## src/assert_macros.svh

```systemverilog
// ----------------------------------------------------------------------------
// assert_macros.svh
// Assertion macros used by rank_morphology_filter_3x3 to check itself
// ----------------------------------------------------------------------------
`ifndef ASSERT_MACROS_SVH
`define ASSERT_MACROS_SVH

// same-cycle implication, sampled on clk, off while rst is high
`define ASSERT_IMPLIES(lbl, ante, cons) \
  lbl: assert property (@(posedge clk) disable iff (rst) (ante) |-> (cons)) \
    else $error("assertion failed: implication");

// implication with the consequent delayed by ##n
`define ASSERT_DELAYED(lbl, ante, n, cons) \
  lbl: assert property (@(posedge clk) disable iff (rst) (ante) |-> ##n (cons)) \
    else $error("assertion failed: delayed implication");

`endif

```

## src/rmf_pkg.sv

```systemverilog
// ----------------------------------------------------------------------------
// rmf_pkg
// Types, codes and compare helpers of the 3x3 rank / morphology filter
// ----------------------------------------------------------------------------
package rmf_pkg;

  // pixel width and derived sizes
  localparam int PIXEL_BITS = 16;
  localparam int SUM_BITS   = PIXEL_BITS + 3;
  localparam int PORT_BITS  = 16;

  typedef logic [PIXEL_BITS-1:0] pix_t;
  typedef pix_t [8:0]            win_t;
  typedef logic [SUM_BITS-1:0]   sum_t;

  localparam pix_t PIX_MAX = {PIXEL_BITS{1'b1}};
  localparam int   CENTRE  = 4;

  // filter modes
  localparam logic [2:0] MODE_MIN     = 3'd0;
  localparam logic [2:0] MODE_MAX     = 3'd1;
  localparam logic [2:0] MODE_MEDIAN  = 3'd2;
  localparam logic [2:0] MODE_DEFLATE = 3'd3;
  localparam logic [2:0] MODE_INFLATE = 3'd4;

  // register indexes
  localparam logic [1:0] REG_FILTER_MODE = 2'd0;
  localparam logic [1:0] REG_THRESHOLD   = 2'd1;
  localparam logic [1:0] REG_STENCIL     = 2'd2;
  localparam logic [1:0] REG_MAX_VALUE   = 2'd3;

  // configuration seen by the merge stage
  typedef struct packed {
    logic [2:0]           mode;
    logic [PORT_BITS-1:0] threshold;
    logic [PORT_BITS-1:0] max_value;
  } cfg_t;

  function automatic pix_t pmin(input pix_t a, input pix_t b);
    return (a < b) ? a : b;
  endfunction

  function automatic pix_t pmax(input pix_t a, input pix_t b);
    return (a > b) ? a : b;
  endfunction

  function automatic pix_t min3(input pix_t a, input pix_t b, input pix_t c);
    return pmin(pmin(a, b), c);
  endfunction

  function automatic pix_t max3(input pix_t a, input pix_t b, input pix_t c);
    return pmax(pmax(a, b), c);
  endfunction

  function automatic pix_t med3(input pix_t a, input pix_t b, input pix_t c);
    return pmax(pmin(a, b), pmin(pmax(a, b), c));
  endfunction

endpackage

```

## src/rmf_minmax_lane.sv

```systemverilog
// ----------------------------------------------------------------------------
// rmf_minmax_lane
// Minimum and maximum over the centre and the stencil-selected neighbours
// ----------------------------------------------------------------------------
module rmf_minmax_lane (
  input  logic            clk,
  input  rmf_pkg::win_t   win,
  input  logic [7:0]      stencil,
  output rmf_pkg::pix_t   min_pix,
  output rmf_pkg::pix_t   max_pix
);

  rmf_pkg::pix_t nb [8];
  rmf_pkg::pix_t centre;
  rmf_pkg::pix_t min_a, min_b, max_a, max_b, centre_q;

  // neighbours left out of the stencil stand in as the centre
  always_comb begin
    centre = win[rmf_pkg::CENTRE];
    for (int k = 0; k < 8; k++) begin
      if (stencil[k]) begin
        nb[k] = (k < rmf_pkg::CENTRE) ? win[k] : win[k+1];
      end else begin
        nb[k] = centre;
      end
    end
  end

  // first level: two groups of four
  always_ff @(posedge clk) begin
    min_a    <= rmf_pkg::pmin(rmf_pkg::pmin(nb[0], nb[1]), rmf_pkg::pmin(nb[2], nb[3]));
    min_b    <= rmf_pkg::pmin(rmf_pkg::pmin(nb[4], nb[5]), rmf_pkg::pmin(nb[6], nb[7]));
    max_a    <= rmf_pkg::pmax(rmf_pkg::pmax(nb[0], nb[1]), rmf_pkg::pmax(nb[2], nb[3]));
    max_b    <= rmf_pkg::pmax(rmf_pkg::pmax(nb[4], nb[5]), rmf_pkg::pmax(nb[6], nb[7]));
    centre_q <= centre;
  end

  // second level: fold in the centre
  always_ff @(posedge clk) begin
    min_pix <= rmf_pkg::min3(min_a, min_b, centre_q);
    max_pix <= rmf_pkg::max3(max_a, max_b, centre_q);
  end

endmodule

```

## src/rmf_median_lane.sv

```systemverilog
// ----------------------------------------------------------------------------
// rmf_median_lane
// Median of nine: row sort, then max of mins, median of medians, min of maxes
// ----------------------------------------------------------------------------
module rmf_median_lane (
  input  logic            clk,
  input  rmf_pkg::win_t   win,
  output rmf_pkg::pix_t   med_pix
);

  rmf_pkg::pix_t row_lo  [3];
  rmf_pkg::pix_t row_mid [3];
  rmf_pkg::pix_t row_hi  [3];

  // sort each row of three
  always_ff @(posedge clk) begin
    for (int r = 0; r < 3; r++) begin
      row_lo[r]  <= rmf_pkg::min3(win[3*r], win[3*r+1], win[3*r+2]);
      row_mid[r] <= rmf_pkg::med3(win[3*r], win[3*r+1], win[3*r+2]);
      row_hi[r]  <= rmf_pkg::max3(win[3*r], win[3*r+1], win[3*r+2]);
    end
  end

  // median of the three column candidates
  always_ff @(posedge clk) begin
    med_pix <= rmf_pkg::med3(
      rmf_pkg::max3(row_lo[0], row_lo[1], row_lo[2]),
      rmf_pkg::med3(row_mid[0], row_mid[1], row_mid[2]),
      rmf_pkg::min3(row_hi[0], row_hi[1], row_hi[2]));
  end

endmodule

```

## src/rmf_mean_lane.sv

```systemverilog
// ----------------------------------------------------------------------------
// rmf_mean_lane
// Rounded mean of the eight neighbours
// ----------------------------------------------------------------------------
module rmf_mean_lane (
  input  logic            clk,
  input  rmf_pkg::win_t   win,
  output rmf_pkg::pix_t   mean_pix
);

  localparam rmf_pkg::sum_t ROUND = rmf_pkg::sum_t'(4);

  rmf_pkg::sum_t ext [9];
  rmf_pkg::sum_t sum_a, sum_b, total;

  always_comb begin
    for (int i = 0; i < 9; i++) begin
      ext[i] = rmf_pkg::sum_t'(win[i]);
    end
  end

  // two partial sums, rounding term in the first
  always_ff @(posedge clk) begin
    sum_a <= ext[0] + ext[1] + ext[2] + ext[3] + ROUND;
    sum_b <= ext[5] + ext[6] + ext[7] + ext[8];
  end

  // divide by eight
  always_comb begin
    total = sum_a + sum_b;
  end

  always_ff @(posedge clk) begin
    mean_pix <= total[rmf_pkg::SUM_BITS-1:3];
  end

endmodule

```

## src/rmf_merge.sv

```systemverilog
// ----------------------------------------------------------------------------
// rmf_merge
// Picks a lane by mode, limits change from centre (not median), clamps to max
// ----------------------------------------------------------------------------
module rmf_merge (
  input  logic                           clk,
  input  logic                           rst,
  input  logic                           valid,
  input  rmf_pkg::cfg_t                  cfg,
  input  rmf_pkg::pix_t                  centre,
  input  rmf_pkg::pix_t                  min_pix,
  input  rmf_pkg::pix_t                  max_pix,
  input  rmf_pkg::pix_t                  med_pix,
  input  rmf_pkg::pix_t                  mean_pix,
  output logic                           done,
  output logic [rmf_pkg::PORT_BITS-1:0]  filtered_pixel
);

  rmf_pkg::pix_t                  thr;
  rmf_pkg::pix_t                  lo;
  logic [rmf_pkg::PIXEL_BITS:0]   hi;
  rmf_pkg::pix_t                  hi_cap;
  rmf_pkg::pix_t                  val;
  rmf_pkg::pix_t                  max_cap;
  rmf_pkg::pix_t                  result;

  // change limits around the centre
  always_comb begin
    if (cfg.threshold > rmf_pkg::PORT_BITS'(rmf_pkg::PIX_MAX)) begin
      thr = rmf_pkg::PIX_MAX;
    end else begin
      thr = cfg.threshold[rmf_pkg::PIXEL_BITS-1:0];
    end
    lo     = (centre > thr) ? (centre - thr) : '0;
    hi     = {1'b0, centre} + {1'b0, thr};
    hi_cap = hi[rmf_pkg::PIXEL_BITS] ? rmf_pkg::PIX_MAX : hi[rmf_pkg::PIXEL_BITS-1:0];
  end

  // mode select
  always_comb begin
    unique case (cfg.mode)
      rmf_pkg::MODE_MIN:     val = rmf_pkg::pmax(min_pix, lo);
      rmf_pkg::MODE_MAX:     val = rmf_pkg::pmin(max_pix, hi_cap);
      rmf_pkg::MODE_MEDIAN:  val = med_pix;
      rmf_pkg::MODE_DEFLATE: val = rmf_pkg::pmax(rmf_pkg::pmin(mean_pix, centre), lo);
      rmf_pkg::MODE_INFLATE: val = rmf_pkg::pmin(rmf_pkg::pmax(mean_pix, centre), hi_cap);
      default:               val = centre;
    endcase
  end

  // clamp to max_value
  always_comb begin
    if (cfg.max_value > rmf_pkg::PORT_BITS'(rmf_pkg::PIX_MAX)) begin
      max_cap = rmf_pkg::PIX_MAX;
    end else begin
      max_cap = cfg.max_value[rmf_pkg::PIXEL_BITS-1:0];
    end
    result = rmf_pkg::pmin(val, max_cap);
  end

  // output beat
  always_ff @(posedge clk) begin
    if (rst) begin
      done <= 1'b0;
    end else begin
      done <= valid;
    end
  end

  always_ff @(posedge clk) begin
    filtered_pixel <= rmf_pkg::PORT_BITS'(result);
  end

endmodule

```

## src/rank_morphology_filter_3x3.sv

```systemverilog
// ----------------------------------------------------------------------------
// rank_morphology_filter_3x3
// 3x3 min / max / median / deflate / inflate filter, one window per clock
// ----------------------------------------------------------------------------
//  channel   signals                          direction  handshake
//  window    start, busy, nine pixel ports    in         start & !busy
//  result    done, filtered_pixel             out        done, one cycle
//  config    cfg_write, cfg_index, cfg_data   in         cfg_write
//
//  A window is taken every clock; busy stays low.
//  The done beat follows the accepting edge through the two register levels
//  of the lanes and the merge output register.
//  rst is synchronous: it clears the pipeline valids and loads the register
//  defaults (median mode, no change limit, full stencil, full clamp).
//  The receiver cannot stall: each result is shown for one cycle only.
// ----------------------------------------------------------------------------
`include "assert_macros.svh"

module rank_morphology_filter_3x3 (
  input  logic        clk,
  input  logic        rst,
  input  logic        start,
  output logic        busy,
  input  logic [15:0] top_left,
  input  logic [15:0] top_mid,
  input  logic [15:0] top_right,
  input  logic [15:0] mid_left,
  input  logic [15:0] centre_pixel,
  input  logic [15:0] mid_right,
  input  logic [15:0] bottom_left,
  input  logic [15:0] bottom_mid,
  input  logic [15:0] bottom_right,
  output logic        done,
  output logic [15:0] filtered_pixel,
  input  logic        cfg_write,
  input  logic [1:0]  cfg_index,
  input  logic [15:0] cfg_data
);

  localparam int PB = rmf_pkg::PIXEL_BITS;

  logic [2:0]    filter_mode;
  logic [15:0]   change_threshold;
  logic [7:0]    neighbour_stencil;
  logic [15:0]   max_value;

  rmf_pkg::win_t win;
  rmf_pkg::cfg_t cfg;
  rmf_pkg::pix_t centre_d1, centre_d2;
  rmf_pkg::pix_t min_pix, max_pix, med_pix, mean_pix;
  logic          valid_d1, valid_d2;
  logic          accept;

  // every window is taken
  assign busy   = 1'b0;
  assign accept = start && !busy;

  // configuration registers
  always_ff @(posedge clk) begin
    if (rst) begin
      filter_mode       <= rmf_pkg::MODE_MEDIAN;
      change_threshold  <= 16'hFFFF;
      neighbour_stencil <= 8'hFF;
      max_value         <= 16'hFFFF;
    end else if (cfg_write) begin
      unique case (cfg_index)
        rmf_pkg::REG_FILTER_MODE: filter_mode       <= cfg_data[2:0];
        rmf_pkg::REG_THRESHOLD:   change_threshold  <= cfg_data;
        rmf_pkg::REG_STENCIL:     neighbour_stencil <= cfg_data[7:0];
        rmf_pkg::REG_MAX_VALUE:   max_value         <= cfg_data;
        default: begin
        end
      endcase
    end
  end

  // window in raster order, low pixel bits only
  assign win[0] = top_left[PB-1:0];
  assign win[1] = top_mid[PB-1:0];
  assign win[2] = top_right[PB-1:0];
  assign win[3] = mid_left[PB-1:0];
  assign win[4] = centre_pixel[PB-1:0];
  assign win[5] = mid_right[PB-1:0];
  assign win[6] = bottom_left[PB-1:0];
  assign win[7] = bottom_mid[PB-1:0];
  assign win[8] = bottom_right[PB-1:0];

  assign cfg.mode      = filter_mode;
  assign cfg.threshold = change_threshold;
  assign cfg.max_value = max_value;

  // valid and centre follow the two lane levels
  always_ff @(posedge clk) begin
    if (rst) begin
      valid_d1 <= 1'b0;
      valid_d2 <= 1'b0;
    end else begin
      valid_d1 <= accept;
      valid_d2 <= valid_d1;
    end
  end

  always_ff @(posedge clk) begin
    centre_d1 <= win[rmf_pkg::CENTRE];
    centre_d2 <= centre_d1;
  end

  // lanes
  rmf_minmax_lane u_minmax (
    .clk     (clk),
    .win     (win),
    .stencil (neighbour_stencil),
    .min_pix (min_pix),
    .max_pix (max_pix)
  );

  rmf_median_lane u_median (
    .clk     (clk),
    .win     (win),
    .med_pix (med_pix)
  );

  rmf_mean_lane u_mean (
    .clk      (clk),
    .win      (win),
    .mean_pix (mean_pix)
  );

  // merge and output register
  rmf_merge u_merge (
    .clk            (clk),
    .rst            (rst),
    .valid          (valid_d2),
    .cfg            (cfg),
    .centre         (centre_d2),
    .min_pix        (min_pix),
    .max_pix        (max_pix),
    .med_pix        (med_pix),
    .mean_pix       (mean_pix),
    .done           (done),
    .filtered_pixel (filtered_pixel)
  );

  // an accepted window gives its done beat after the pipeline registers
  `ASSERT_DELAYED(a_accept_gives_done, accept, 3, done)

  // the pipeline valids line up with the done beat
  `ASSERT_IMPLIES(a_done_from_pipe, done, $past(valid_d2) && $past(valid_d1, 2))

endmodule
```

## config.mk

```make
export PLATFORM = sky130hd
export DESIGN_NAME = rank_morphology_filter_3x3
export DESIGN_NICKNAME = d
export VERILOG_FILES = /design/src/rmf_pkg.sv /design/src/rmf_minmax_lane.sv /design/src/rmf_median_lane.sv /design/src/rmf_mean_lane.sv /design/src/rmf_merge.sv /design/src/rank_morphology_filter_3x3.sv
export VERILOG_INCLUDE_DIRS = /design/src /design/src/src
export SDC_FILE = /design/constraint.sdc
export NUM_CORES = 2
export LEC_CHECK = 0
export BUFFER_PORTS_ARGS = -buffer_cell sky130_fd_sc_hd__buf_2
export CAP_MARGIN = 5
export CORE_MARGIN = 2
export CORE_UTILIZATION = 55
export DETAILED_ROUTE_END_ITERATION = 10
export PLACE_DENSITY = 0.72
export SYNTH_ARGS = -nofsm -noshare
export SYNTH_HDL_FRONTEND = slang
export SYNTH_SLANG_ARGS = --single-unit
```

## constraint.sdc

```tcl
create_clock -name clk -period 22.2 [get_ports clk]
set_clock_uncertainty 0.2 [all_clocks]
set_input_delay 1.11 -clock clk [delete_from_list [all_inputs] [get_ports clk]]
set_output_delay 1.11 -clock clk [all_outputs]
set_load 0.01 [all_outputs]
```

==> results.tsv <==
metric	value	unit
hpwl	127	mm
status	finished, violations left	
vias_per_cell	6.11	
timing.final.crit_share	78.9	%
grt_usage	39.0	%
fin_ws	4.67	ns
pin_count	184	
tightest_slew	1.20	ns
ant_nets	0	
cts_resized	0	
synth_cells	5083	
grt_pass1_vias	35200	
ys_async_sr_fraction	0	%
r2r-start	u_median.row_mid[0][30]	
fin_crit	17.53	ns
rsz0062_at_grt	no	
cts_tree	done	
required	22.52	ns
num_vias	37800	
startpoint_type	register	
fillers	6757	
clk_latency	0.60	ns
ys_types	79	
synth-edff-count	0	
grt_max_degree	34	
endpoint_kind	register	
max_freq	0.0571	GHz
synth-seq-area-share	19.9	%
wl	152	mm
slew-limit-headroom	19.8	%
syn-num-nets	6037	
syn_area	40600	µm²
initial_utilization	55.6	%
failed_checks	design-rule violations	
whs_path_depth	0	
r2r_end	u_median.med_pix[10]	
globalplace.congestion	1.03	
area_growth	8.56	%
drive_gt1_share	11.4	%
synth_warnings	0	
dp_slack	4.95	ns
port_buffers	182	
cts_buffers	45	
clkSinkCount	403	
fp.dieH	276	µm
r2r_cells	60	
final.setup.tns	0	ns
rows	99	
r2r_slack	4.67	ns
wl_per_cell	24.6	µm
synthFlopType	dfxtp_1	
worstHoldStart	u_minmax.centre_q[15]	
path_clk_slew	0.06	ns
cts_buffer_depth	3	
fp.dieW	276	µm
maxSlewViolCount	0	
finalHoldViolCount	0	
drv_cap	0	
antenna_found_initial	26	
synth.avg_cell_area	7.99	µm²
min_to	centre_d2[15]	
first_pass_iters	9	
crit_type	register to register	
grt-ovfl-total	0	
setup_violations	0	
critical_path_peak_fanout	32	
min_path_type	register to register	
htree_num_levels	2	
hold_buffers	0	
cp_slowest_cell	o31ai_4	
ys_ff_latch	403	
cts_setup_buffers	0	
nNetsFinal	6139	
dr.first_iter.drc_count	3975	
core_area	73100	µm²
crit_top_cell	a21o_1	
route.detailed.drc	30	
cts_root_buf	clkbuf_16	
slowest_delay	0.94	ns
arrival	17.84	ns
die_area	76000	µm²
grt_pass1_wl	220	mm
[sequential cells by signal (all words and copies together) (netlist names)]
register	cells
centre_d2	16
change_threshold	16
filter_mode	3
max_value	16
neighbour_stencil	8
u_mean.mean_pix	16
u_mean.sum_a	19
u_mean.sum_b	18
u_median.med_pix	16
u_median.row_hi	48
u_median.row_lo	48
u_median.row_mid	48
u_merge.done	1
u_merge.filtered_pixel	16
u_minmax.centre_q	16
u_minmax.max_a	16
u_minmax.max_b	16
u_minmax.max_pix	16
u_minmax.min_a	16
u_minmax.min_b	16
u_minmax.min_pix	16
valid_d1	1
valid_d2	1
[worst max path at each step]
stage | start | to | slack (ns) | cells past startpoint
2_1_floorplan | u_median.row_mid[0][31] | u_median.med_pix[10] | 8.55 | 69
3_3_place_gp | u_median.row_mid[0][31] | u_median.med_pix[1] | 5.07 | 59
3_5_place_dp | u_median.row_mid[0][31] | u_median.med_pix[1] | 4.95 | 60
4_1_cts | u_median.row_mid[0][31] | u_median.med_pix[10] | 4.93 | 60
5_1_grt | u_median.row_mid[0][31] | u_median.med_pix[1] | 3.31 | 60
6_report | u_median.row_mid[0][30] | u_median.med_pix[10] | 4.67 | 60
[area by class of cell]
| cell class | count | area, µm² | area share, % |
|---|---|---|---|
| Multi-Input combinational cell | 3917 | 29800 | 67.5 |
| Tap cell | 959 | 1200 | 2.72 |
| Timing Repair Buffer | 234 | 1310 | 2.97 |
| Clock inverter | 25 | 322 | 0.729 |
| Inverter | 584 | 2190 | 4.97 |
| Antenna cell | 9 | 22.5 | 0.0511 |
| Clock buffer | 56 | 1210 | 2.74 |
| Sequential cell | 403 | 8070 | 18.3 |
[metrics by stage]
| step | instance area, µm² | std cells | util, % | hold WS (ns) |
|---|---|---|---|---|
| after floorplan | 40600 | 5083 | - | 0.158 |
| after global placement | 42500 | 6096 | 58.2 | 0.172 |
| after detailed placement | 42500 | 6096 | 58.2 | 0.187 |
| after CTS | 44100 | 6177 | 60.3 | 0.196 |
| after global routing | 44100 | 6178 | 60.3 | 0.210 |
| final | 44100 | 6187 | 60.3 | 0.191 |
[synthesized netlist by cell type (37+ instances only)]
library cell / number / share of area (%)
a21o_1: 178 / 3.3
a21oi_1: 292 / 3.6
clkbuf_1: 158 / 1.5
dfxtp_1: 403 / 20
fa_1: 38 / 1.9
ha_1: 750 / 23
inv_1: 569 / 5.3
mux2_2: 211 / 5.8
mux2i_1: 219 / 5.4
nand2_1: 571 / 5.3
nand2b_1: 80 / 1.2
nand4_1: 112 / 1.7
nor2_1: 243 / 2.2
nor2b_1: 101 / 1.6
o21a_1: 105 / 1.9
o21ai_0: 523 / 6.4
o21bai_1: 37 / 0.68
xnor2_1: 63 / 1.4
[per-layer routing]
layer	up-vias	routed length, µm	global-route usage, %
met5	-	176	0
met3	423	15200	8.78
li1	18000	-	-
met2	1735	62800	58.7
met4	28	9540	21.1
met1	17600	64300	51.7
[critical path, delay by kind of cell (launching register included)]
family	cells	cell delay, ns
mux	3	1.12
simple gates	13	3.53
flops	1	0.34
compound gates	36	9.87
fa+ha+maj	6	1.95
buf+inv	2	0.38
[cells by family after synthesis]
logic type               count (synthesis)  share of synthesized area [%]
AO/OA/AOI/OAI                         1349                           20.3
AND/OR/NAND/NOR                       1252                           14.3
adder cells (fa/ha/maj)                788                           25.0
buffers and inverters                  763                           7.11
multiplexers                           443                           11.7
flip-flops                             403                           19.9
XOR/XNOR                                84                           1.81
other                                    1                        0.00923
[placed cells by master, fill, tap and decap left out, types with 38 or more instances in the layout]
cell	netlist	layout
mux2_2	211	211
xnor2_1	63	63
nor2b_1	101	101
dfxtp_1	403	403
a21o_1	178	178
buf_2	3	182
inv_1	569	569
ha_1	750	750
clkbuf_16	0	45
mux2i_1	219	219
o21a_1	105	105
buf_4	2	51
nor2_1	243	243
fa_1	38	38
nand2_1	571	571
nand4_1	112	112
o21ai_0	523	522
nand2b_1	80	80
a21oi_1	292	281
Power is not shown: default switching activity piles up to over one toggle a cycle in this logic, so the estimate is an artifact.
